File: src/rtl/core/lps_pkg.sv
// ----------------------------------------------------------------------------
// lps_pkg: shared definitions for the Lehmer generator with shuffle table
// Widths, generator constants, controller states and the command and status
// structs that join the controller to the datapath.
// ----------------------------------------------------------------------------
package lps_pkg;

    localparam int VALUE_W      = 31;
    localparam int MUL_W        = 15;
    localparam int PROD_W       = VALUE_W + MUL_W;
    localparam int TABLE_SIZE   = 32;
    localparam int IDX_W        = $clog2(TABLE_SIZE);
    localparam int WARMUP_STEPS = 8;
    localparam int WARM_W       = $clog2(WARMUP_STEPS);

    typedef logic [VALUE_W-1:0] value_t;
    typedef logic [IDX_W-1:0]   idx_t;
    typedef logic [WARM_W-1:0]  warm_t;
    typedef logic [PROD_W-1:0]  prod_t;

    localparam value_t             LEHMER_MOD = {VALUE_W{1'b1}};
    localparam logic [MUL_W-1:0]   LEHMER_MUL = MUL_W'(16807);
    localparam value_t             SEED_ONE   = VALUE_W'(1);
    localparam idx_t               IDX_LAST   = IDX_W'(TABLE_SIZE - 1);
    localparam warm_t              WARM_LAST  = WARM_W'(WARMUP_STEPS - 1);

    typedef enum logic [2:0] {
        ST_IDLE,
        ST_SEED,
        ST_WARM_MUL,
        ST_WARM_RED,
        ST_FILL_MUL,
        ST_FILL_RED,
        ST_DRAW_MUL,
        ST_DRAW_RED
    } state_t;

    // Commands from the controller to the datapath.
    typedef struct packed {
        logic latch_in;
        logic seed_load;
        logic step;
        logic fill_wr;
        logic fill_last;
        logic draw_wr;
        idx_t fill_idx;
    } ctl_cmd_t;

    // Status from the datapath to the controller.
    typedef struct packed {
        logic loaded;
        logic out_free;
    } dp_status_t;

endpackage

File: src/rtl/core/lps_in_if.sv
// ----------------------------------------------------------------------------
// lps_in_if: request channel
// Carries one request item: the operation and the seed.
// ----------------------------------------------------------------------------
interface lps_in_if;
    logic            valid;
    logic            ready;
    logic            op;
    lps_pkg::value_t seed;

    modport source (output valid, output op, output seed, input ready);
    modport sink   (input valid, input op, input seed, output ready);
endinterface

File: src/rtl/core/lps_out_if.sv
// ----------------------------------------------------------------------------
// lps_out_if: result channel
// Carries one result item: the shuffled random value.
// ----------------------------------------------------------------------------
interface lps_out_if;
    logic            valid;
    logic            ready;
    lps_pkg::value_t value;

    modport source (output valid, output value, input ready);
    modport sink   (input valid, input value, output ready);
endinterface

File: src/rtl/core/lps_ram.sv
// ----------------------------------------------------------------------------
// lps_ram: generic single-write, single-read RAM
// One write port and one read port with registered read data.
// ----------------------------------------------------------------------------
module lps_ram #(
    parameter int WIDTH = 31,
    parameter int DEPTH = 32
) (
    input  logic                     clk,
    input  logic                     we,
    input  logic [$clog2(DEPTH)-1:0] waddr,
    input  logic [WIDTH-1:0]         wdata,
    input  logic [$clog2(DEPTH)-1:0] raddr,
    output logic [WIDTH-1:0]         rdata
);

    logic [WIDTH-1:0] mem [DEPTH];
    logic [WIDTH-1:0] rdata_reg;

    // Write port and registered read port.
    always_ff @(posedge clk)
    begin
        if (we)
        begin
            mem[waddr] <= wdata;
        end
        rdata_reg <= mem[raddr];
    end

    assign rdata = rdata_reg;

endmodule

File: src/rtl/core/lps_ctrl.sv
// ----------------------------------------------------------------------------
// lps_ctrl: sequencer for seeding, warm-up, table fill and draws
// Steps the datapath through each generator step as a multiply state and a
// reduce state, and handles the request handshake.
// ----------------------------------------------------------------------------
module lps_ctrl (
    input  logic                clk,
    input  logic                rst_n,
    input  logic                in_valid,
    input  logic                in_op,
    output logic                in_ready,
    input  lps_pkg::dp_status_t status,
    output lps_pkg::ctl_cmd_t   cmd
);
    import lps_pkg::*;

    state_t state_reg;
    state_t state_next;
    warm_t  warm_reg;
    warm_t  warm_next;
    idx_t   idx_reg;
    idx_t   idx_next;
    state_t accept_state;

    // State and counter registers.
    always_ff @(posedge clk or negedge rst_n)
    begin
        if (!rst_n)
        begin
            state_reg <= ST_IDLE;
            warm_reg  <= '0;
            idx_reg   <= '0;
        end
        else
        begin
            state_reg <= state_next;
            warm_reg  <= warm_next;
            idx_reg   <= idx_next;
        end
    end

    // A reseed request, or a draw before any load, starts a full load.
    assign accept_state = (in_op || !status.loaded) ? ST_SEED : ST_DRAW_MUL;

    // Next state and commands.
    always_comb
    begin
        state_next   = state_reg;
        warm_next    = warm_reg;
        idx_next     = idx_reg;
        in_ready     = 1'b0;
        cmd          = '0;
        cmd.fill_idx = idx_reg;

        unique case (state_reg)
            ST_IDLE:
            begin
                in_ready = 1'b1;
                if (in_valid)
                begin
                    cmd.latch_in = 1'b1;
                    state_next   = accept_state;
                end
            end
            ST_SEED:
            begin
                cmd.seed_load = 1'b1;
                warm_next     = '0;
                state_next    = ST_WARM_MUL;
            end
            ST_WARM_MUL:
            begin
                state_next = ST_WARM_RED;
            end
            ST_WARM_RED:
            begin
                cmd.step = 1'b1;
                if (warm_reg == WARM_LAST)
                begin
                    idx_next   = IDX_LAST;
                    state_next = ST_FILL_MUL;
                end
                else
                begin
                    warm_next  = warm_reg + 1'b1;
                    state_next = ST_WARM_MUL;
                end
            end
            ST_FILL_MUL:
            begin
                state_next = ST_FILL_RED;
            end
            ST_FILL_RED:
            begin
                cmd.step    = 1'b1;
                cmd.fill_wr = 1'b1;
                if (idx_reg == '0)
                begin
                    cmd.fill_last = 1'b1;
                    state_next    = ST_DRAW_MUL;
                end
                else
                begin
                    idx_next   = idx_reg - 1'b1;
                    state_next = ST_FILL_MUL;
                end
            end
            ST_DRAW_MUL:
            begin
                // Hold here until the result register can take the item.
                if (status.out_free)
                begin
                    state_next = ST_DRAW_RED;
                end
            end
            ST_DRAW_RED:
            begin
                cmd.step    = 1'b1;
                cmd.draw_wr = 1'b1;
                in_ready    = 1'b1;
                state_next  = ST_IDLE;
                if (in_valid)
                begin
                    cmd.latch_in = 1'b1;
                    state_next   = accept_state;
                end
            end
            default:
            begin
                state_next = ST_IDLE;
            end
        endcase
    end

endmodule

File: src/rtl/core/lps_datapath.sv
// ----------------------------------------------------------------------------
// lps_datapath: generator state, modular multiply and shuffle table
// Holds the generator state, the registered product, the last output, the
// shuffle table memory and the result register.
// ----------------------------------------------------------------------------
module lps_datapath (
    input  logic                clk,
    input  logic                rst_n,
    input  lps_pkg::ctl_cmd_t   cmd,
    output lps_pkg::dp_status_t status,
    input  logic                in_op,
    input  lps_pkg::value_t     in_seed,
    input  logic                out_ready,
    output logic                out_valid,
    output lps_pkg::value_t     out_value
);
    import lps_pkg::*;

    value_t           seed_reg;
    value_t           gen_reg;
    value_t           gen_next;
    prod_t            prod_reg;
    value_t           last_reg;
    value_t           last_next;
    logic             out_valid_reg;
    value_t           out_value_reg;
    logic [VALUE_W:0] fold_sum;
    logic [VALUE_W:0] fold_sub;
    value_t           reduced;
    value_t           seed_clean;
    idx_t             sel_idx;
    logic             ram_we;
    idx_t             ram_waddr;
    value_t           ram_rdata;

    // Registered product of the current state and the multiplier; latched seed.
    always_ff @(posedge clk)
    begin
        prod_reg <= PROD_W'(gen_reg) * PROD_W'(LEHMER_MUL);
        if (cmd.latch_in)
        begin
            seed_reg <= in_op ? in_seed : SEED_ONE;
        end
    end

    // Reduction modulo 2^31-1: fold the high bits onto the low bits, then
    // one conditional subtract.
    assign fold_sum = {1'b0, prod_reg[VALUE_W-1:0]} + (VALUE_W+1)'(prod_reg[PROD_W-1:VALUE_W]);
    assign fold_sub = fold_sum - {1'b0, LEHMER_MOD};
    assign reduced  = (fold_sum >= {1'b0, LEHMER_MOD}) ? fold_sub[VALUE_W-1:0]
                                                      : fold_sum[VALUE_W-1:0];

    // A zero seed, or one equal to the modulus, would lock the generator at zero.
    assign seed_clean = (seed_reg == '0 || seed_reg == LEHMER_MOD) ? SEED_ONE : seed_reg;

    // The top bits of the last output select the table entry.
    assign sel_idx = last_reg[VALUE_W-1 -: IDX_W];

    assign ram_we    = cmd.fill_wr | cmd.draw_wr;
    assign ram_waddr = cmd.draw_wr ? sel_idx : cmd.fill_idx;

    lps_ram #(
        .WIDTH (VALUE_W),
        .DEPTH (TABLE_SIZE)
    ) u_table (
        .clk   (clk),
        .we    (ram_we),
        .waddr (ram_waddr),
        .wdata (reduced),
        .raddr (sel_idx),
        .rdata (ram_rdata)
    );

    // Next values of the generator state and the last output.
    always_comb
    begin
        gen_next = gen_reg;
        if (cmd.seed_load)
        begin
            gen_next = seed_clean;
        end
        else if (cmd.step)
        begin
            gen_next = reduced;
        end

        last_next = last_reg;
        if (cmd.fill_last)
        begin
            last_next = reduced;
        end
        else if (cmd.draw_wr)
        begin
            last_next = ram_rdata;
        end
    end

    // Generator state, last output and result handshake.
    always_ff @(posedge clk or negedge rst_n)
    begin
        if (!rst_n)
        begin
            gen_reg       <= SEED_ONE;
            last_reg      <= '0;
            out_valid_reg <= 1'b0;
        end
        else
        begin
            gen_reg  <= gen_next;
            last_reg <= last_next;
            if (cmd.draw_wr)
            begin
                out_valid_reg <= 1'b1;
            end
            else if (out_ready)
            begin
                out_valid_reg <= 1'b0;
            end
        end
    end

    // Result payload.
    always_ff @(posedge clk)
    begin
        if (cmd.draw_wr)
        begin
            out_value_reg <= ram_rdata;
        end
    end

    assign out_valid       = out_valid_reg;
    assign out_value       = out_value_reg;
    assign status.loaded   = (last_reg != '0);
    assign status.out_free = !out_valid_reg || out_ready;

endmodule

File: src/rtl/core/lehmer_prng_with_shuffle_top.sv
// ----------------------------------------------------------------------------
// lehmer_prng_with_shuffle_top: Lehmer generator with a shuffle table
// Sequence: a draw on a loaded table passes through the multiply state, where
// it waits while the result register is full, then the reduce state; a reseed,
// or a first draw, first loads the seed, runs the warm-up steps and fills the
// table. The next request item is taken in the reduce state of a draw.
// Reset: rst_n is asynchronous, active low; the generator state resets to 1 and
// the table counts as not loaded, so the first draw loads it with seed 1.
// ----------------------------------------------------------------------------
module lehmer_prng_with_shuffle_top (
    input logic     clk,
    input logic     rst_n,
    lps_in_if.sink  draw,
    lps_out_if.source result
);
    import lps_pkg::*;

    ctl_cmd_t   cmd;
    dp_status_t status;

    // Sequencer.
    lps_ctrl u_ctrl (
        .clk      (clk),
        .rst_n    (rst_n),
        .in_valid (draw.valid),
        .in_op    (draw.op),
        .in_ready (draw.ready),
        .status   (status),
        .cmd      (cmd)
    );

    // Generator, table and result register.
    lps_datapath u_datapath (
        .clk       (clk),
        .rst_n     (rst_n),
        .cmd       (cmd),
        .status    (status),
        .in_op     (draw.op),
        .in_seed   (draw.seed),
        .out_ready (result.ready),
        .out_valid (result.valid),
        .out_value (result.value)
    );

endmodule

File: src/flat_wrapper.sv
// flat-port wrapper written by rule: the top's interface ports become plain ports
module lehmer_prng_with_shuffle_top_flat import lps_pkg::*;
  (clk, rst_n, draw_valid, draw_op, draw_seed, draw_ready, result_valid, result_value, result_ready);
  lps_in_if draw_i ();
  lps_out_if result_i ();
  input logic clk;
  input logic rst_n;
  input wire logic [$bits(draw_i.valid)-1:0] draw_valid;
  input wire logic [$bits(draw_i.op)-1:0] draw_op;
  input wire logic [$bits(draw_i.seed)-1:0] draw_seed;
  output wire logic [$bits(draw_i.ready)-1:0] draw_ready;
  output wire logic [$bits(result_i.valid)-1:0] result_valid;
  output wire logic [$bits(result_i.value)-1:0] result_value;
  input wire logic [$bits(result_i.ready)-1:0] result_ready;
  assign draw_i.valid = draw_valid;
  assign draw_i.op = draw_op;
  assign draw_i.seed = draw_seed;
  assign draw_ready = draw_i.ready;
  assign result_valid = result_i.valid;
  assign result_value = result_i.value;
  assign result_i.ready = result_ready;
  lehmer_prng_with_shuffle_top u_core (.clk(clk), .rst_n(rst_n), .draw(draw_i), .result(result_i));
endmodule
File: config.mk
export PLATFORM = sky130hd
export DESIGN_NAME = lehmer_prng_with_shuffle_top_flat
export DESIGN_NICKNAME = d
export VERILOG_FILES = /design/src/rtl/core/lps_pkg.sv /design/src/rtl/core/lps_in_if.sv /design/src/rtl/core/lps_out_if.sv /design/src/rtl/core/lps_ram.sv /design/src/rtl/core/lps_ctrl.sv /design/src/rtl/core/lps_datapath.sv /design/src/rtl/core/lehmer_prng_with_shuffle_top.sv /design/src/flat_wrapper.sv
export SDC_FILE = /design/constraint.sdc
export NUM_CORES = 2
export LEC_CHECK = 0
export BUFFER_PORTS_ARGS = -buffer_cell sky130_fd_sc_hd__buf_4
export CAP_MARGIN = 20
export CORE_MARGIN = 3
export CORE_UTILIZATION = 54
export CTS_BUF_LIST = sky130_fd_sc_hd__clkbuf_8
export DETAILED_ROUTE_END_ITERATION = 12
export PLACE_DENSITY = 0.69
export SYNTH_ARGS = -nofsm -noshare
export SYNTH_HDL_FRONTEND = slang
export SYNTH_SLANG_ARGS = --single-unit
export TNS_END_PERCENT = 20
File: constraint.sdc
create_clock -name clk -period 10.14 [get_ports clk]
set_clock_uncertainty 0.05 [all_clocks]
set_input_delay 1.521 -clock clk [delete_from_list [all_inputs] [get_ports clk]]
set_output_delay 1.521 -clock clk [all_outputs]
set_load 0.03 [all_outputs]
==> run_summary.xml <==
<?xml version="1.0" encoding="UTF-8"?>
<metrics>
  <group name="timing">
    <metric name="slew_headroom" unit="%">24.08</metric>
    <metric name="timing.setup.tns" unit="ns">0</metric>
    <metric name="slew_violations" unit="">0</metric>
    <metric name="tightestPinTransition" unit="ns">1.139</metric>
    <metric name="fmax" unit="MHz">146.2</metric>
    <metric name="fin_crit_sh" unit="%">67.47</metric>
    <metric name="finalWorstPathRequiredPeriod" unit="ns">6.842</metric>
    <metric name="hold_viol" unit="">0</metric>
    <metric name="setup_violations" unit="">0</metric>
    <metric name="rsz_0062_raised_after_global_routing" unit="">no</metric>
  </group>
  <group name="floorplanning">
    <metric name="num_io_pins" unit="">69</metric>
    <metric name="chipWidth" unit="µm">323.2</metric>
    <metric name="floorplan.initialDensity" unit="%">54.82</metric>
    <metric name="coreArea" unit="µm²">99140</metric>
    <metric name="placement_rows" unit="">115</metric>
    <metric name="die-height" unit="µm">323.2</metric>
    <metric name="die_area" unit="µm²">104500</metric>
  </group>
  <group name="route">
    <metric name="wl_met1" unit="µm">53420</metric>
    <metric name="route.vias.total" unit="">29980</metric>
    <metric name="postRouteWirelength" unit="µm">138100</metric>
    <metric name="ant_nets" unit="">0</metric>
    <metric name="vias_per_cell" unit="">6.199</metric>
    <metric name="drt-pass1-iter-count" unit="">5</metric>
    <metric name="routed-wl-met3" unit="µm">12300</metric>
    <metric name="route.top_layer_used" unit="">met4</metric>
    <metric name="avgRoutedWirePerCell" unit="µm">28.56</metric>
    <metric name="detail_route.drc_violations" unit="">0</metric>
    <metric name="drt-initial-drc-count" unit="">3211</metric>
    <metric name="met2_length" unit="µm">67860</metric>
  </group>
  <group name="synthesis">
    <metric name="synth_sequential_area_ratio" unit="%">64.48</metric>
    <metric name="net_count_after_synthesis" unit="">3538</metric>
    <metric name="dominantRegCellSynth" unit="">sky130_fd_sc_hd__edfxtp_1</metric>
    <metric name="yosys.cell_types.count" unit="">76</metric>
    <metric name="ys_seq_elements" unit="">1205</metric>
    <metric name="syn_area" unit="µm²">54350</metric>
    <metric name="async_reset_ff_share" unit="%">6.141</metric>
    <metric name="yosysWarningCount" unit="">0</metric>
    <metric name="synthCells" unit="">3161</metric>
    <metric name="synth-edff-count" unit="">1054</metric>
    <metric name="synthesis.area_per_instance" unit="µm²">17.19</metric>
  </group>
  <group name="min_path">
    <metric name="hold_path_depth" unit="">0</metric>
    <metric name="hold_path.class" unit="">reg2reg</metric>
  </group>
  <group name="finish">
    <metric name="post_route_cells_drive_above_1_share" unit="%">23.29</metric>
    <metric name="multi_input_area" unit="µm²">17970</metric>
    <metric name="n_fill_cell" unit="">7084</metric>
    <metric name="synthToLayoutAreaGrowth" unit="%">11.97</metric>
    <metric name="register_area" unit="µm²">35060</metric>
    <metric name="num-nets-final" unit="">3760</metric>
    <metric name="largest_register_ff_count" unit="">992</metric>
  </group>
  <group name="global_routing">
    <metric name="largest_net_degree_at_the_start_of_global_routing" unit="">125</metric>
    <metric name="grtUsageTotal" unit="%">27.18</metric>
    <metric name="antenna_violations_before_repair" unit="">7</metric>
    <metric name="grt_pass1_vias" unit="">30975</metric>
    <metric name="globalRouteOverflowTotal" unit="">0</metric>
    <metric name="grt_first_pass_wirelength" unit="µm">204600</metric>
  </group>
  <group name="power_and_ir_drop">
    <metric name="netSwitchingFraction" unit="%">20.74</metric>
    <metric name="combinationalPowerShare" unit="%">0.3</metric>
    <metric name="post-layout-total-power" unit="mW">9.275</metric>
    <metric name="power.internal" unit="mW">7.352</metric>
    <metric name="power.ir.vdd_worst" unit="V">0.0001323</metric>
    <metric name="net-switching-power" unit="mW">1.923</metric>
    <metric name="power_frac_clock" unit="%">42.4</metric>
    <metric name="sequential_fraction_of_design_power" unit="%">57.4</metric>
    <metric name="power_dens_cells" unit="nW/µm²">152.4</metric>
    <metric name="total_leakage_power" unit="nW">21.53</metric>
  </group>
  <group name="setup_path">
    <metric name="critPathArrivalTime" unit="ns">7.57</metric>
    <metric name="max_stage_delay" unit="ns">0.59</metric>
    <metric name="cp.required" unit="ns">10.87</metric>
    <metric name="critical_path.endpoint_type" unit="">flop</metric>
    <metric name="cp-start-kind" unit="">flop</metric>
    <metric name="r2r_cells" unit="">23</metric>
    <metric name="critical-path-top-cell-by-count" unit="">sky130_fd_sc_hd__inv_1</metric>
    <metric name="cpMaxStageDelayCell" unit="">sky130_fd_sc_hd__or4_1</metric>
    <metric name="timing.setup.critical_path_class" unit="">reg2reg</metric>
    <metric name="crit_chain" unit="">inv_1, fa_1, inv_1, ha_1, fa_1, inv_1, fa_1, inv_1, fa_1, inv_1, fa_1, inv_1, ha_1, a21oi_1, o21ai_0, a21oi_1, a21oi_1, or4_1, a31oi_1, o311a_1, a21oi_1, a221oi_1, xnor2_1</metric>
    <metric name="crit_fanout" unit="">6</metric>
  </group>
  <group name="placed_design">
    <metric name="dp_hpwl" unit="µm">84020</metric>
    <metric name="place.port_buffers" unit="">68</metric>
    <metric name="place_congestion" unit="">0.9745</metric>
  </group>
  <group name="cts">
    <metric name="cts_buffer_depth" unit="">3</metric>
    <metric name="cts_bufs_inserted" unit="">188</metric>
    <metric name="postCtsSetupRepairBufs" unit="">0</metric>
    <metric name="clk-insertion-delay-late" unit="ns">0.86</metric>
    <metric name="worst_setup_hold_path_clk_slew" unit="ns">0.06</metric>
    <metric name="cts.hold.buffers_added" unit="">0</metric>
    <metric name="cts_root_buffer" unit="">sky130_fd_sc_hd__clkbuf_8</metric>
    <metric name="cts_htree_levels" unit="">4</metric>
    <metric name="cts.sinks" unit="">1205</metric>
    <metric name="cells_resized_by_post_cts_repair" unit="">0</metric>
    <metric name="tritoncts_clock_tree" unit="">done</metric>
  </group>
  <group name="job">
    <metric name="cap_violations" unit="">0</metric>
  </group>
  <group name="status">
    <metric name="outcome" unit="">finished clean</metric>
  </group>
</metrics>
==> kinds of logic after synthesis <==
logic type / after synthesis / share of synthesized area, %
flip-flops: 1205 / 64.48
buffers and inverters: 442 / 3.062
AND/OR/NAND/NOR: 396 / 3.771
AO/OA/AOI/OAI: 353 / 4.142
multiplexers: 346 / 13.58
adder cells (fa/ha/maj): 341 / 9.702
XOR/XNOR: 78 / 1.257
==> cells in the mapped netlist (5+ instances only) <==
| cell type | count | share of area [%] |
|---|---|---|
| sky130_fd_sc_hd__nand2b_1 | 18 | 0.21 |
| sky130_fd_sc_hd__nand2_1 | 85 | 0.59 |
| sky130_fd_sc_hd__a22oi_1 | 38 | 0.52 |
| sky130_fd_sc_hd__xor2_1 | 35 | 0.56 |
| sky130_fd_sc_hd__o21a_1 | 11 | 0.15 |
| sky130_fd_sc_hd__nor2b_1 | 9 | 0.10 |
| sky130_fd_sc_hd__ha_1 | 207 | 4.8 |
| sky130_fd_sc_hd__o22ai_1 | 5 | 0.058 |
| sky130_fd_sc_hd__mux4_2 | 310 | 13 |
| sky130_fd_sc_hd__nand3_1 | 29 | 0.27 |
| sky130_fd_sc_hd__a21boi_0 | 6 | 0.083 |
| sky130_fd_sc_hd__edfxtp_1 | 1054 | 58 |
| sky130_fd_sc_hd__o21bai_1 | 7 | 0.097 |
| sky130_fd_sc_hd__and2_1 | 36 | 0.41 |
| sky130_fd_sc_hd__o221ai_1 | 5 | 0.081 |
| sky130_fd_sc_hd__o31ai_1 | 10 | 0.14 |
| sky130_fd_sc_hd__a21o_1 | 25 | 0.35 |
| sky130_fd_sc_hd__nor3_1 | 19 | 0.17 |
| sky130_fd_sc_hd__and3_1 | 10 | 0.12 |
| sky130_fd_sc_hd__nor4_1 | 21 | 0.24 |
| sky130_fd_sc_hd__a31oi_1 | 10 | 0.12 |
| sky130_fd_sc_hd__xnor2_1 | 43 | 0.69 |
| sky130_fd_sc_hd__dfrtp_1 | 73 | 3.4 |
| sky130_fd_sc_hd__inv_1 | 318 | 2.2 |
| sky130_fd_sc_hd__buf_1 | 22 | 0.15 |
| sky130_fd_sc_hd__or4_1 | 5 | 0.069 |
| sky130_fd_sc_hd__o21ai_0 | 94 | 0.87 |
| sky130_fd_sc_hd__mux2_2 | 32 | 0.66 |
| sky130_fd_sc_hd__clkbuf_1 | 96 | 0.66 |
| sky130_fd_sc_hd__a21oi_1 | 85 | 0.78 |
| sky130_fd_sc_hd__o211ai_1 | 7 | 0.097 |
| sky130_fd_sc_hd__or2_2 | 5 | 0.058 |
| sky130_fd_sc_hd__a211oi_1 | 7 | 0.097 |
| sky130_fd_sc_hd__nand4_1 | 30 | 0.35 |
| sky130_fd_sc_hd__fa_1 | 134 | 4.9 |
| sky130_fd_sc_hd__nor2_1 | 100 | 0.69 |
| sky130_fd_sc_hd__dfxtp_1 | 77 | 2.8 |
==> worst max-delay path: cells and delay by family (launching register included) <==
family / cells / cell delay (ns)
DFF: 1 / 0.50
xor gates and xnor gates: 1 / 0.17
adders and majority gates: 7 / 3.20
buffers and inverters: 6 / 0.41
and+or+nand+nor: 1 / 0.59
AOI/OAI and AO/OA: 8 / 1.85
==> per-stage QoR <==
stage / std cells / setup slack (ns) / area (µm²) / utilization, % / hold slack (ns)
2_1_floorplan: 3161 / 4.148 / 54350 / - / 0.3581
3_3_place_gp: 4466 / 3.433 / 56910 / 57.40 / 0.3781
3_5_place_dp: 4467 / 3.383 / 56920 / 57.42 / 0.3883
4_1_cts: 4820 / 3.320 / 60640 / 61.17 / 0.4056
5_1_grt: 4835 / 2.949 / 60850 / 61.38 / 0.4189
6_report: 4836 / 3.298 / 60850 / 61.38 / 0.4162
==> cell usage in the layout (no fill, tap or decap), types with 11 or more instances in the layout <==
| cell | n |
|---|---|
| sky130_fd_sc_hd__a21o_1 | 25 |
| sky130_fd_sc_hd__a21oi_1 | 83 |
| sky130_fd_sc_hd__a22oi_1 | 38 |
| sky130_fd_sc_hd__and2_1 | 36 |
| sky130_fd_sc_hd__buf_4 | 139 |
| sky130_fd_sc_hd__buf_8 | 12 |
| sky130_fd_sc_hd__clkbuf_8 | 216 |
| sky130_fd_sc_hd__clkinv_1 | 27 |
| sky130_fd_sc_hd__clkinv_2 | 24 |
| sky130_fd_sc_hd__dfrtp_1 | 68 |
| sky130_fd_sc_hd__dfxtp_1 | 77 |
| sky130_fd_sc_hd__edfxtp_1 | 1054 |
| sky130_fd_sc_hd__fa_1 | 134 |
| sky130_fd_sc_hd__ha_1 | 207 |
| sky130_fd_sc_hd__inv_1 | 390 |
| sky130_fd_sc_hd__mux2_2 | 32 |
| sky130_fd_sc_hd__mux4_2 | 310 |
| sky130_fd_sc_hd__nand2_1 | 85 |
| sky130_fd_sc_hd__nand2b_1 | 18 |
| sky130_fd_sc_hd__nand3_1 | 29 |
| sky130_fd_sc_hd__nand4_1 | 30 |
| sky130_fd_sc_hd__nor2_1 | 60 |
| sky130_fd_sc_hd__nor2_4 | 32 |
| sky130_fd_sc_hd__nor3_1 | 19 |
| sky130_fd_sc_hd__nor4_1 | 21 |
| sky130_fd_sc_hd__o21a_1 | 11 |
| sky130_fd_sc_hd__o21ai_0 | 94 |
| sky130_fd_sc_hd__xnor2_1 | 41 |
| sky130_fd_sc_hd__xor2_1 | 32 |
==> routing by layer <==
metal,global-route usage (%),vias up
li1,-,12663
met1,37.17,15569
met2,43.79,1487
met3,5.750,261
met4,9.764,0
met5,0,-
==> power by group through the flow <==
stage	Combinational (mW)	Clock, mW	Sequential [mW]
detailed placement	0.0259	0	5.42
global route	0.0275	4.24	5.32
CTS	0.0260	4.00	5.32
global placement	0.0250	0	5.42
floorplan	0.00539	0	5.42
finish	0.0249	3.93	5.32
==> path summary, 6_finish.rpt <==
check | start | to | slack, ns
max in group asynchronous | rst_n | u_core.u_datapath.last_reg[28] | 8.36
setup / recovery | u_core.u_datapath.gen_reg[13] | u_core.u_datapath.prod_reg[41] | 3.30
hold reg to reg | u_core.u_datapath.u_table.rdata[0] | u_core.u_datapath.out_value[0] | 0.42
hold / removal | u_core.u_datapath.u_table.rdata[0] | u_core.u_datapath.out_value[0] | 0.42
min in group asynchronous | rst_n | u_core.u_datapath.gen_reg[26] | 0.61
setup reg to reg | u_core.u_datapath.gen_reg[13] | u_core.u_datapath.prod_reg[41] | 3.30
==> area by class of cell <==
cell class	count	share of cell area (%)
Sequential cell	1205	57.61
Tap cell	1287	2.646
Clock buffer	216	4.885
Clock inverter	137	1.232
Inverter	320	1.976
Timing Repair Buffer	154	2.107
Multi-Input combinational cell	1514	29.53
Antenna cell	3	0.01234
Note: power is estimated with default switching activity, not from simulation.
